`src/rtl/core/stopwatch_seven_segment_top_assert.svh`:
```
// Assertion macros for the stopwatch RTL (used by sw7_count), empty when built for synthesis.
`ifndef STOPWATCH_SEVEN_SEGMENT_TOP_ASSERT_SVH
`define STOPWATCH_SEVEN_SEGMENT_TOP_ASSERT_SVH

`ifndef SYNTHESIS
// Checked on clk, switched off while rst_n is low.
`define SW7_ASSERT(lbl, prop) \
  lbl: assert property (@(posedge clk) disable iff (!rst_n) prop) \
    else $error("stopwatch assertion failed");
// Checked on clk at every edge, reset included.
`define SW7_ASSERT_ALWAYS(lbl, prop) \
  lbl: assert property (@(posedge clk) prop) \
    else $error("stopwatch assertion failed");
`else
`define SW7_ASSERT(lbl, prop)
`define SW7_ASSERT_ALWAYS(lbl, prop)
`endif

`endif

```
`src/rtl/core/sw7_pkg.sv`:
```
// Shared types, constants and the segment table of the stopwatch.
package sw7_pkg;

  localparam int NUM_DIGITS = 6;

  // Digit positions, lowest first.
  localparam int DIG_HUND_ONES = 0;
  localparam int DIG_HUND_TENS = 1;
  localparam int DIG_SEC_ONES  = 2;
  localparam int DIG_SEC_TENS  = 3;
  localparam int DIG_SEC_HUNDS = 4;
  localparam int DIG_SEC_THOUS = 5;

  localparam logic [3:0] BCD_MAX      = 4'd9;
  localparam logic [3:0] BCD_ZERO     = 4'd0;
  localparam logic [3:0] DIVIDE_RESET = 4'd5;
  localparam logic [3:0] KEYS_IDLE    = 4'hF;
  localparam int         KEY_CLEAR    = 1;
  localparam int         KEY_START    = 2;

  localparam logic [7:0] SEG_BLANK   = 8'hFF;
  localparam logic [7:0] SEG_DP_MASK = 8'h7F;

  typedef logic [NUM_DIGITS-1:0][3:0] digits_t;
  typedef logic [NUM_DIGITS-1:0][7:0] segs_t;

  // Count state after one beat has been applied.
  typedef struct packed {
    digits_t digits;
    logic    running;
  } count_state_t;

  // Active-low segment pattern of one decimal digit.
  function automatic logic [7:0] seg_of(input logic [3:0] d);
    logic [7:0] s;
    case (d)
      4'd0:    s = 8'hC0;
      4'd1:    s = 8'hF9;
      4'd2:    s = 8'hA4;
      4'd3:    s = 8'hB0;
      4'd4:    s = 8'h99;
      4'd5:    s = 8'h92;
      4'd6:    s = 8'h82;
      4'd7:    s = 8'hF8;
      4'd8:    s = 8'h80;
      4'd9:    s = 8'h90;
      default: s = SEG_BLANK;
    endcase
    return s;
  endfunction

endpackage

```
`src/rtl/core/sw7_count.sv`:
```
// Key edge handling, prescaler and decimal counters of the stopwatch.
`include "stopwatch_seven_segment_top_assert.svh"

module sw7_count
  import sw7_pkg::*;
(
  input  logic         clk,
  input  logic         rst_n,
  input  logic         cfg_wr_en,
  input  logic [3:0]   cfg_wr_data,
  input  logic         step,
  input  logic         tick,
  input  logic [3:0]   keys_level,
  output count_state_t state_nxt
);

  logic [3:0] tick_divide_r;
  logic [3:0] prescale_r;
  logic [3:0] prescale_nxt;
  logic [3:0] prev_keys_r;
  logic       running_r;
  digits_t    digits_r;

  logic [3:0] falling;
  logic       running_mid;
  logic       running_new;
  logic [3:0] prescale_inc;
  logic       hit;
  logic       carry;
  digits_t    digits_new;

  // Keys first: clear, then start/stop; then the prescaler and the BCD count.
  always_comb begin
    falling     = prev_keys_r & ~keys_level;
    running_mid = falling[KEY_CLEAR] ? 1'b0 : running_r;
    running_new = falling[KEY_START] ? ~running_mid : running_mid;
    digits_new  = falling[KEY_CLEAR] ? '0 : digits_r;

    prescale_inc = prescale_r + 4'd1;
    hit          = tick && (prescale_inc >= tick_divide_r);
    if (!tick) begin
      prescale_nxt = prescale_r;
    end else if (hit) begin
      prescale_nxt = '0;
    end else begin
      prescale_nxt = prescale_inc;
    end

    // Ripple the count through the six decimal digits; seconds wrap at 9999.
    carry = hit && running_new;
    for (int i = 0; i < NUM_DIGITS; i++) begin
      if (carry) begin
        if (digits_new[i] >= BCD_MAX) begin
          digits_new[i] = BCD_ZERO;
        end else begin
          digits_new[i] = digits_new[i] + 4'd1;
          carry         = 1'b0;
        end
      end
    end

    state_nxt.digits  = digits_new;
    state_nxt.running = running_new;
  end

  // Divide register; the user must write it only while the block is idle (not enforced here).
  always_ff @(posedge clk) begin
    if (!rst_n) begin
      tick_divide_r <= DIVIDE_RESET;
    end else if (cfg_wr_en) begin
      tick_divide_r <= cfg_wr_data;
    end
  end

  // Count state moves on when a beat leaves the input register.
  always_ff @(posedge clk) begin
    if (!rst_n) begin
      prescale_r  <= '0;
      prev_keys_r <= KEYS_IDLE;
      running_r   <= 1'b0;
      digits_r    <= '0;
    end else if (step) begin
      prescale_r  <= prescale_nxt;
      prev_keys_r <= keys_level;
      running_r   <= running_new;
      digits_r    <= digits_new;
    end
  end

  // Every stored digit stays a decimal digit.
  `SW7_ASSERT(a_digits_decimal, (digits_r[DIG_HUND_ONES] <= BCD_MAX) && (digits_r[DIG_HUND_TENS] <= BCD_MAX) && (digits_r[DIG_SEC_ONES] <= BCD_MAX) && (digits_r[DIG_SEC_TENS] <= BCD_MAX) && (digits_r[DIG_SEC_HUNDS] <= BCD_MAX) && (digits_r[DIG_SEC_THOUS] <= BCD_MAX))
  // The prescaler is cleared before it can reach the top value.
  `SW7_ASSERT(a_prescale_below_top, prescale_r != 4'hF)
  // A clear press with no start press leaves a stopped, zeroed watch.
  `SW7_ASSERT(a_clear_stops, (step && falling[KEY_CLEAR] && !falling[KEY_START]) |=> (!running_r && (digits_r == '0)))
  // The key history follows the beat just taken.
  `SW7_ASSERT(a_keys_tracked, step |=> (prev_keys_r == $past(keys_level)))
  // Without a beat the count state holds.
  `SW7_ASSERT(a_hold_when_idle, !step |=> ($stable(digits_r) && $stable(running_r) && $stable(prescale_r)))

endmodule

```
`src/rtl/core/sw7_seg_encode.sv`:
```
// Seven-segment encoding with leading-zero blanking and the seconds point.
module sw7_seg_encode
  import sw7_pkg::*;
(
  input  count_state_t count_state,
  output segs_t        segs
);

  digits_t d;
  logic    thous_zero;
  logic    hunds_zero;
  logic    tens_zero;

  // Blanking runs from the thousands digit down and stops at the first nonzero one.
  always_comb begin
    d          = count_state.digits;
    thous_zero = (d[DIG_SEC_THOUS] == BCD_ZERO);
    hunds_zero = thous_zero && (d[DIG_SEC_HUNDS] == BCD_ZERO);
    tens_zero  = hunds_zero && (d[DIG_SEC_TENS] == BCD_ZERO);

    segs[DIG_HUND_ONES] = seg_of(d[DIG_HUND_ONES]);
    segs[DIG_HUND_TENS] = seg_of(d[DIG_HUND_TENS]);
    segs[DIG_SEC_ONES]  = seg_of(d[DIG_SEC_ONES]) & SEG_DP_MASK;
    segs[DIG_SEC_TENS]  = tens_zero  ? SEG_BLANK : seg_of(d[DIG_SEC_TENS]);
    segs[DIG_SEC_HUNDS] = hunds_zero ? SEG_BLANK : seg_of(d[DIG_SEC_HUNDS]);
    segs[DIG_SEC_THOUS] = thous_zero ? SEG_BLANK : seg_of(d[DIG_SEC_THOUS]);
  end

endmodule

```
`src/rtl/core/stopwatch_seven_segment_top.sv`:
```
// A beat accepted into the input register passes through sw7_count and the encoder into the output register.
// Throughput: one beat per cycle while the receiver does not stall, set by the combinational count update in sw7_count.
// The input register frees whenever the output register is empty or being taken.
// Reset (rst_n low, synchronous) empties both registers, stops and zeroes the
// watch, clears the prescaler, marks all keys released and sets tick_divide to 5.
module stopwatch_seven_segment_top
  import sw7_pkg::*;
(
  input  logic        clk,
  input  logic        rst_n,
  input  logic        cfg_wr_en,
  input  logic [3:0]  cfg_wr_data,
  input  logic        in_tvalid,
  output logic        in_tready,
  input  logic [7:0]  in_tdata,   // [0] tick, [4:1] keys_level, [7:5] zero
  output logic        out_tvalid,
  input  logic        out_tready,
  output logic [55:0] out_tdata   // [7:0] digit_hundredths_ones,
                                  // [15:8] digit_hundredths_tens,
                                  // [23:16] digit_seconds_ones,
                                  // [31:24] digit_seconds_tens,
                                  // [39:32] digit_seconds_hundreds,
                                  // [47:40] digit_seconds_thousands,
                                  // [48] is_running, [55:49] zero
);

  logic         in_valid_r;
  logic         tick_r;
  logic [3:0]   keys_r;
  logic         out_valid_r;
  segs_t        segs_r;
  logic         running_out_r;

  logic         advance;
  count_state_t state_nxt;
  segs_t        segs_nxt;

  // A beat leaves the input register when the output register can take it.
  assign advance   = in_valid_r && (!out_valid_r || out_tready);
  assign in_tready = !in_valid_r || advance;

  // Input register.
  always_ff @(posedge clk) begin
    if (!rst_n) begin
      in_valid_r <= 1'b0;
    end else if (in_tready) begin
      in_valid_r <= in_tvalid;
    end
  end

  always_ff @(posedge clk) begin
    if (in_tvalid && in_tready) begin
      tick_r <= in_tdata[0];
      keys_r <= in_tdata[4:1];
    end
  end

  sw7_count u_count (
    .clk        (clk),
    .rst_n      (rst_n),
    .cfg_wr_en  (cfg_wr_en),
    .cfg_wr_data(cfg_wr_data),
    .step       (advance),
    .tick       (tick_r),
    .keys_level (keys_r),
    .state_nxt  (state_nxt)
  );

  sw7_seg_encode u_seg_encode (
    .count_state(state_nxt),
    .segs       (segs_nxt)
  );

  // Output register.
  always_ff @(posedge clk) begin
    if (!rst_n) begin
      out_valid_r <= 1'b0;
    end else if (advance) begin
      out_valid_r <= 1'b1;
    end else if (out_tready) begin
      out_valid_r <= 1'b0;
    end
  end

  always_ff @(posedge clk) begin
    if (advance) begin
      segs_r        <= segs_nxt;
      running_out_r <= state_nxt.running;
    end
  end

  assign out_tvalid = out_valid_r;
  assign out_tdata  = {7'd0, running_out_r, segs_r};

endmodule

```
`config.mk`:
```
export PLATFORM = sky130hd
export DESIGN_NAME = stopwatch_seven_segment_top
export DESIGN_NICKNAME = d
export VERILOG_FILES = /design/src/rtl/core/sw7_pkg.sv /design/src/rtl/core/sw7_count.sv /design/src/rtl/core/sw7_seg_encode.sv /design/src/rtl/core/stopwatch_seven_segment_top.sv
export VERILOG_INCLUDE_DIRS = /design/src /design/src/rtl/core
export SDC_FILE = /design/constraint.sdc
export NUM_CORES = 1
export LEC_CHECK = 0
export ABC_CLOCK_PERIOD_IN_PS = 5000
export BUFFER_PORTS_ARGS = -buffer_cell sky130_fd_sc_hd__buf_4
export CORE_MARGIN = 1
export CORE_UTILIZATION = 41
export DETAILED_ROUTE_END_ITERATION = 16
export HOLD_SLACK_MARGIN = 0.15
export PLACE_DENSITY_LB_ADDON = 0.08
export SLEW_MARGIN = 30
export SYNTH_ARGS = -nofsm -noshare
export SYNTH_HDL_FRONTEND = slang
export SYNTH_HIERARCHICAL = 1
export SYNTH_SLANG_ARGS = --single-unit
```
`constraint.sdc`:
```
create_clock -name clk -period 5 [get_ports clk]
set_input_delay 0.75 -clock clk [delete_from_list [all_inputs] [get_ports clk]]
set_output_delay 0.75 -clock clk [all_outputs]
set_load 0.1 [all_outputs]
```
# Yosys cells after proc, flatten, opt, wreduce, memory -nomap -nowiden
# Memory sizes are Yosys's and may differ from the RTL's. A register that Yosys moved wholly into a read port is not among the register bits.
# Index checks and enable logic that the tools add are counted.
[totals]
register_bits = 83
latchBits = 0
ramBits = 0
mem_bits_ro = 672
in_bits = 17
output_inout_bits = 58
elab_cells = 86
memories = 6
[op_classes]
addsub = 7
n_mul = 0
div_mod_pow = 0
order_cmp = 7
n_eq_ne = 0
shifts = 0
muxes = 28
bitwise_logic = 3
n_reduce_logical = 15
[memory_table]
columns = ["memory", "words", "word_bits", "rd", "rd_clocked_by_memory_dff", "write_ports", "line_no", "source"]
rows = [
  ["(name not given)", 16, 7, 1, 1, 0, "sw7_pkg.sv:36", "case (d)"],
  ["(name not given)", 16, 7, 1, 1, 0, "sw7_pkg.sv:36", ""],
  ["(name not given)", 16, 7, 1, 1, 0, "sw7_pkg.sv:36", ""],
  ["(name not given)", 16, 7, 1, 1, 0, "sw7_pkg.sv:36", ""],
  ["(name not given)", 16, 7, 1, 1, 0, "sw7_pkg.sv:36", ""],
  ["(name not given)", 16, 7, 1, 1, 0, "sw7_pkg.sv:36", ""],
]
[op_table]
columns = ["cell", "count"]
rows = [
  ["$mux 4", 13],
  ["$add 4x1->4 const B", 7],
  ["$ge 4x4->1 const B", 6],
  ["$mux 24", 1],
  ["$mux 1", 14],
  ["$logic_not 4->1", 3],
  ["$logic_and 1x1->1", 6],
  ["$ge 4x4->1", 1],
  ["$and 3x3->3", 1],
  ["$not 3->3", 1],
  ["$logic_not 1->1", 2],
  ["$logic_or 1x1->1", 2],
  ["$reduce_and 2->1", 1],
  ["$reduce_bool 2->1", 1],
  ["$not 1->1", 1],
]

# Depth between registers and ports, before layout
[logic_depth]
depth_word = 15
depth_mapped = 21
depth_no_buf = 15

# Modules after synthesis
# Netlist, hierarchy kept.
[modules_own_cells]
columns = ["module", "n_inst", "cells_each", "area_each_um2", "seq_area_each_um2"]
rows = [
  ["sw7_count", 1, 347, 2625.0, 700.7],
  ["stopwatch_seven_segment_top", 1, 72, 1789.2, 1661.6],
  ["sw7_seg_encode", 1, 209, 1347.5, 0.0],
]

# Worst setup path before layout
# No wires, ideal clock.
[synth_timing]
path_type = "register -> register"
startpoint = "register out_valid_r (netlist: out_tvalid)"
endpoint = "register u_count.prescale_r[2]"
setup_time_ns = 0.071
arrival_ns = 4.247
required_ns = 4.929
setup_slack_ns = 0.683
path_stages_with_launch = 7
n_path_buf = 1
period_less_slack_ns = 4.317
cell_sequence = "dfxtp_1 -> nor2b_4 -> nor2b_1 -> clkbuf_1 -> nand2_1 -> or4b_1 -> a21oi_1"
[synth_via]
elab_chain_len = 4
[synth_rtl]
columns = ["item", "line_no", "source"]
rows = [
  ["start: declaration", "stopwatch_seven_segment_top.sv:30", "logic out_valid_r;"],
  ["start signal: assignment", "stopwatch_seven_segment_top.sv:77", "out_valid_r <= 1'b0;"],
  ["start signal: assignment", "stopwatch_seven_segment_top.sv:79", "out_valid_r <= 1'b1;"],
  ["start signal: assignment", "stopwatch_seven_segment_top.sv:81", "out_valid_r <= 1'b0;"],
  ["$logic_not 1->1", "stopwatch_seven_segment_top.sv:39", "assign advance = in_valid_r && (!out_valid_r || out_tready);"],
  ["$logic_or 1x1->1", "stopwatch_seven_segment_top.sv:39", ""],
  ["$logic_and 1x1->1", "stopwatch_seven_segment_top.sv:39", ""],
  ["net advance", "stopwatch_seven_segment_top.sv:34", "logic advance;"],
  ["$reduce_and 2->1 (no source line)", "-", ""],
  ["end signal: assignment", "sw7_count.sv:83", "prescale_r <= prescale_nxt;"],
  ["end: declaration", "sw7_count.sv:18", "logic [3:0] prescale_r;"],
]
# The timed path passes the listed nets, and every way through them passes these cells.
# A chain may end at the register's enable or synchronous reset.

==> key figures <==
Outcome
  • Status: finished clean

Clocking
  • # Post-CTS Setup Buffers: 0
  • TritonCTS buffer count: 9
  • Post-cts sizing count: 0
  • Worst-Skew Late Latency: 0.34 ns
  • CTS tree: yes
  • # hold bufs at CTS: 0
  • Clk sinks: 89
  • H-tree depth: 3
  • Worst-path clk slew: 0.06 ns
  • Root Driver: clkbuf_16
  • Clk buf depth: 2

Synth
  • Warnings, synthesis: 6
  • Syn Area/Cell: 9.11 um^2
  • Synth Instances: 626
  • Syn Std Cell Area: 0.00570 mm^2

STA
  • Minimum clock period: 4.11 ns
  • Final Max Slew Viols: 0
  • Setup_tns: 0 ns
  • Worst rel slew slack: 0.474
  • Final setup vio count: 0
  • Worst slew pin tran: 0.780 ns
  • Min setup slack post-route: 0.891 ns
  • Achievable Freq: 243 MHz
  • Final hold vios: 0
  • Fin crit share: 0.822
  • Clock Skew: 0.00540 ns
  • RSZ-0062 raised after global routing: no

Layout
  • Final nets: 746
  • Fillers: 1,283
  • Area Overhead vs Synth: 14.6%
  • N_diodes: 0
  • Share of cells above drive strength 1: 0.166

Place
  • DP Wirelength: 7.90 mm
  • Gpl congestion: 0.838
  • Port buffer count: 62
  • Dpl ws: 0.870 ns

Die
  • Die height: 120 um
  • Die width: 120 um
  • Core Area: 0.0134 mm^2
  • Die ar.: 0.0144 mm^2
  • Cell Rows: 42
  • I/O pin cnt: 75
  • Starting Density: 0.425

Critical path
  • CP max FO: 18
  • Crit Path Category: reg2reg
  • CP endpoint kind: flip-flop
  • Critical Path AT: 4.20 ns
  • R2R setup slack: 0.89 ns
  • Startpoint Class: flip-flop
  • CP Data Required Time: 5.09 ns

Routing
  • Avg Vias per Cell: 5.21
  • DRC: 0
  • Drt initial violations: 194
  • Antenna viol nets, final: 0
  • Final wirelength: 11.2 mm
  • Via count: 4,464
  • Pre-Repair DR Iteration Count: 4
  • WL per Instance: 13.0 um

Global routing
  • First-pass GRT wire length: 19.2 mm
  • Total GRT Usage: 0.164
  • Grt total ovfl: 0
  • Number of global-route vias before repair: 4,225
  • Largest net degree at the start of global routing: 51
  • Initial antenna violation count: 0

Power and ir drop
  • Leakage: 2.71 nW
  • Worst vdd ir: 0.173 mV
  • Pwr/cell area: 276 mW/mm^2

Run
  • Max_cap viols: 0

Min path
  • Worst Hold Class: reg2reg
## worst max-delay path, cell delays in order (launching register included)
cell and delay (ns):
edfxtp_1 0.38, nand2b_1 0.32, buf_4 0.31, nand2_1 0.13
ha_1 0.20, or3b_1 0.17, nand3_1 0.28, nor4_4 0.28
and2_2 0.33, nand2_1 0.14, o22ai_1 0.44, inv_1 0.16
ha_1 0.21, or2_0 0.20, a21oi_1 0.18, o21ai_0 0.11
## sequential cells by signal (all words and copies together), names as in the netlist, 2 cells and up
| signal | count |
|---|---|
| u_count/tick_divide_r | 4 |
| u_count/digits_r | 24 |
| out_tdata | 48 |
| u_count/prev_keys_r | 2 |
| keys_r | 2 |
| u_count/prescale_r | 4 |
## final cells by class
| cell class | count | area [um^2] | share of cell area |
|---|---|---|---|
| clock buffer | 9 | 225 | 0.0345 |
| clock inverter | 7 | 61.3 | 0.00938 |
| sequential | 89 | 2300 | 0.352 |
| tap | 176 | 220 | 0.0337 |
| inverter | 46 | 173 | 0.0264 |
| timing repair buffer | 74 | 556 | 0.0850 |
| multi-input combinational | 456 | 3000 | 0.459 |
## path summary, 6_finish.rpt
check,from,endpoint,cells after the start
worst max register to register,keys_r[1],out_tdata[35],15
worst min register to register,u_count/digits_r[13],u_count/digits_r[13],2
worst max-delay path,keys_r[1],out_tdata[35],15
worst min-delay path,u_count/digits_r[13],u_count/digits_r[13],2
## metal layers
| layer | vias to the layer above | global-route usage | share of wire | wire (um) |
|---|---|---|---|---|
| li1 | 2274 | - | - | - |
| met1 | 2088 | 0.206 | 0.47 | 5230 |
| met2 | 90 | 0.278 | 0.48 | 5340 |
| met3 | 12 | 0.0252 | 0.038 | 425 |
| met4 | 0 | 0.0703 | 0.016 | 175 |
| met5 | - | 0 | 0 | 0 |
## placed cells by master, fill, tap and decap left out, types with 6 or more instances in the layout
master	count
buf_4	74
nand2_1	65
nor2_1	56
ha_1	53
edfxtp_1	52
inv_1	45
a21oi_1	39
dfxtp_1	37
o21ai_0	35
nand2b_1	22
nand3_1	21
a31oi_1	15
conb_1	13
clkbuf_16	9
nor2b_1	9
nor3_1	9
mux2i_1	9
nand4_1	8
a211oi_1	7
o22ai_1	7
o21ai_1	6
and2_1	6
a21o_1	6
## per-stage QoR
step	total power, mW	instances	hold WS [ns]	util	instance area, um^2
final	1.81	857	0.476	0.488	6540
after global placement	1.16	841	0.455	0.466	6250
after CTS	1.83	857	0.479	0.488	6540
after floorplan	1.10	636	0.443	-	5740
after global routing	1.88	857	0.507	0.488	6540
after detailed placement	1.16	841	0.471	0.466	6250
## report_power, final
| part | total, mW | internal, mW | switching (mW) |
|---|---|---|---|
| Clock | 0.664 | 0.382 | 0.282 |
| Combinational | 0.319 | 0.0749 | 0.244 |
| Sequential | 0.822 | 0.810 | 0.0128 |
| Total | 1.81 | 1.27 | 0.539 |
Note: power is estimated with default switching activity, not from simulation.
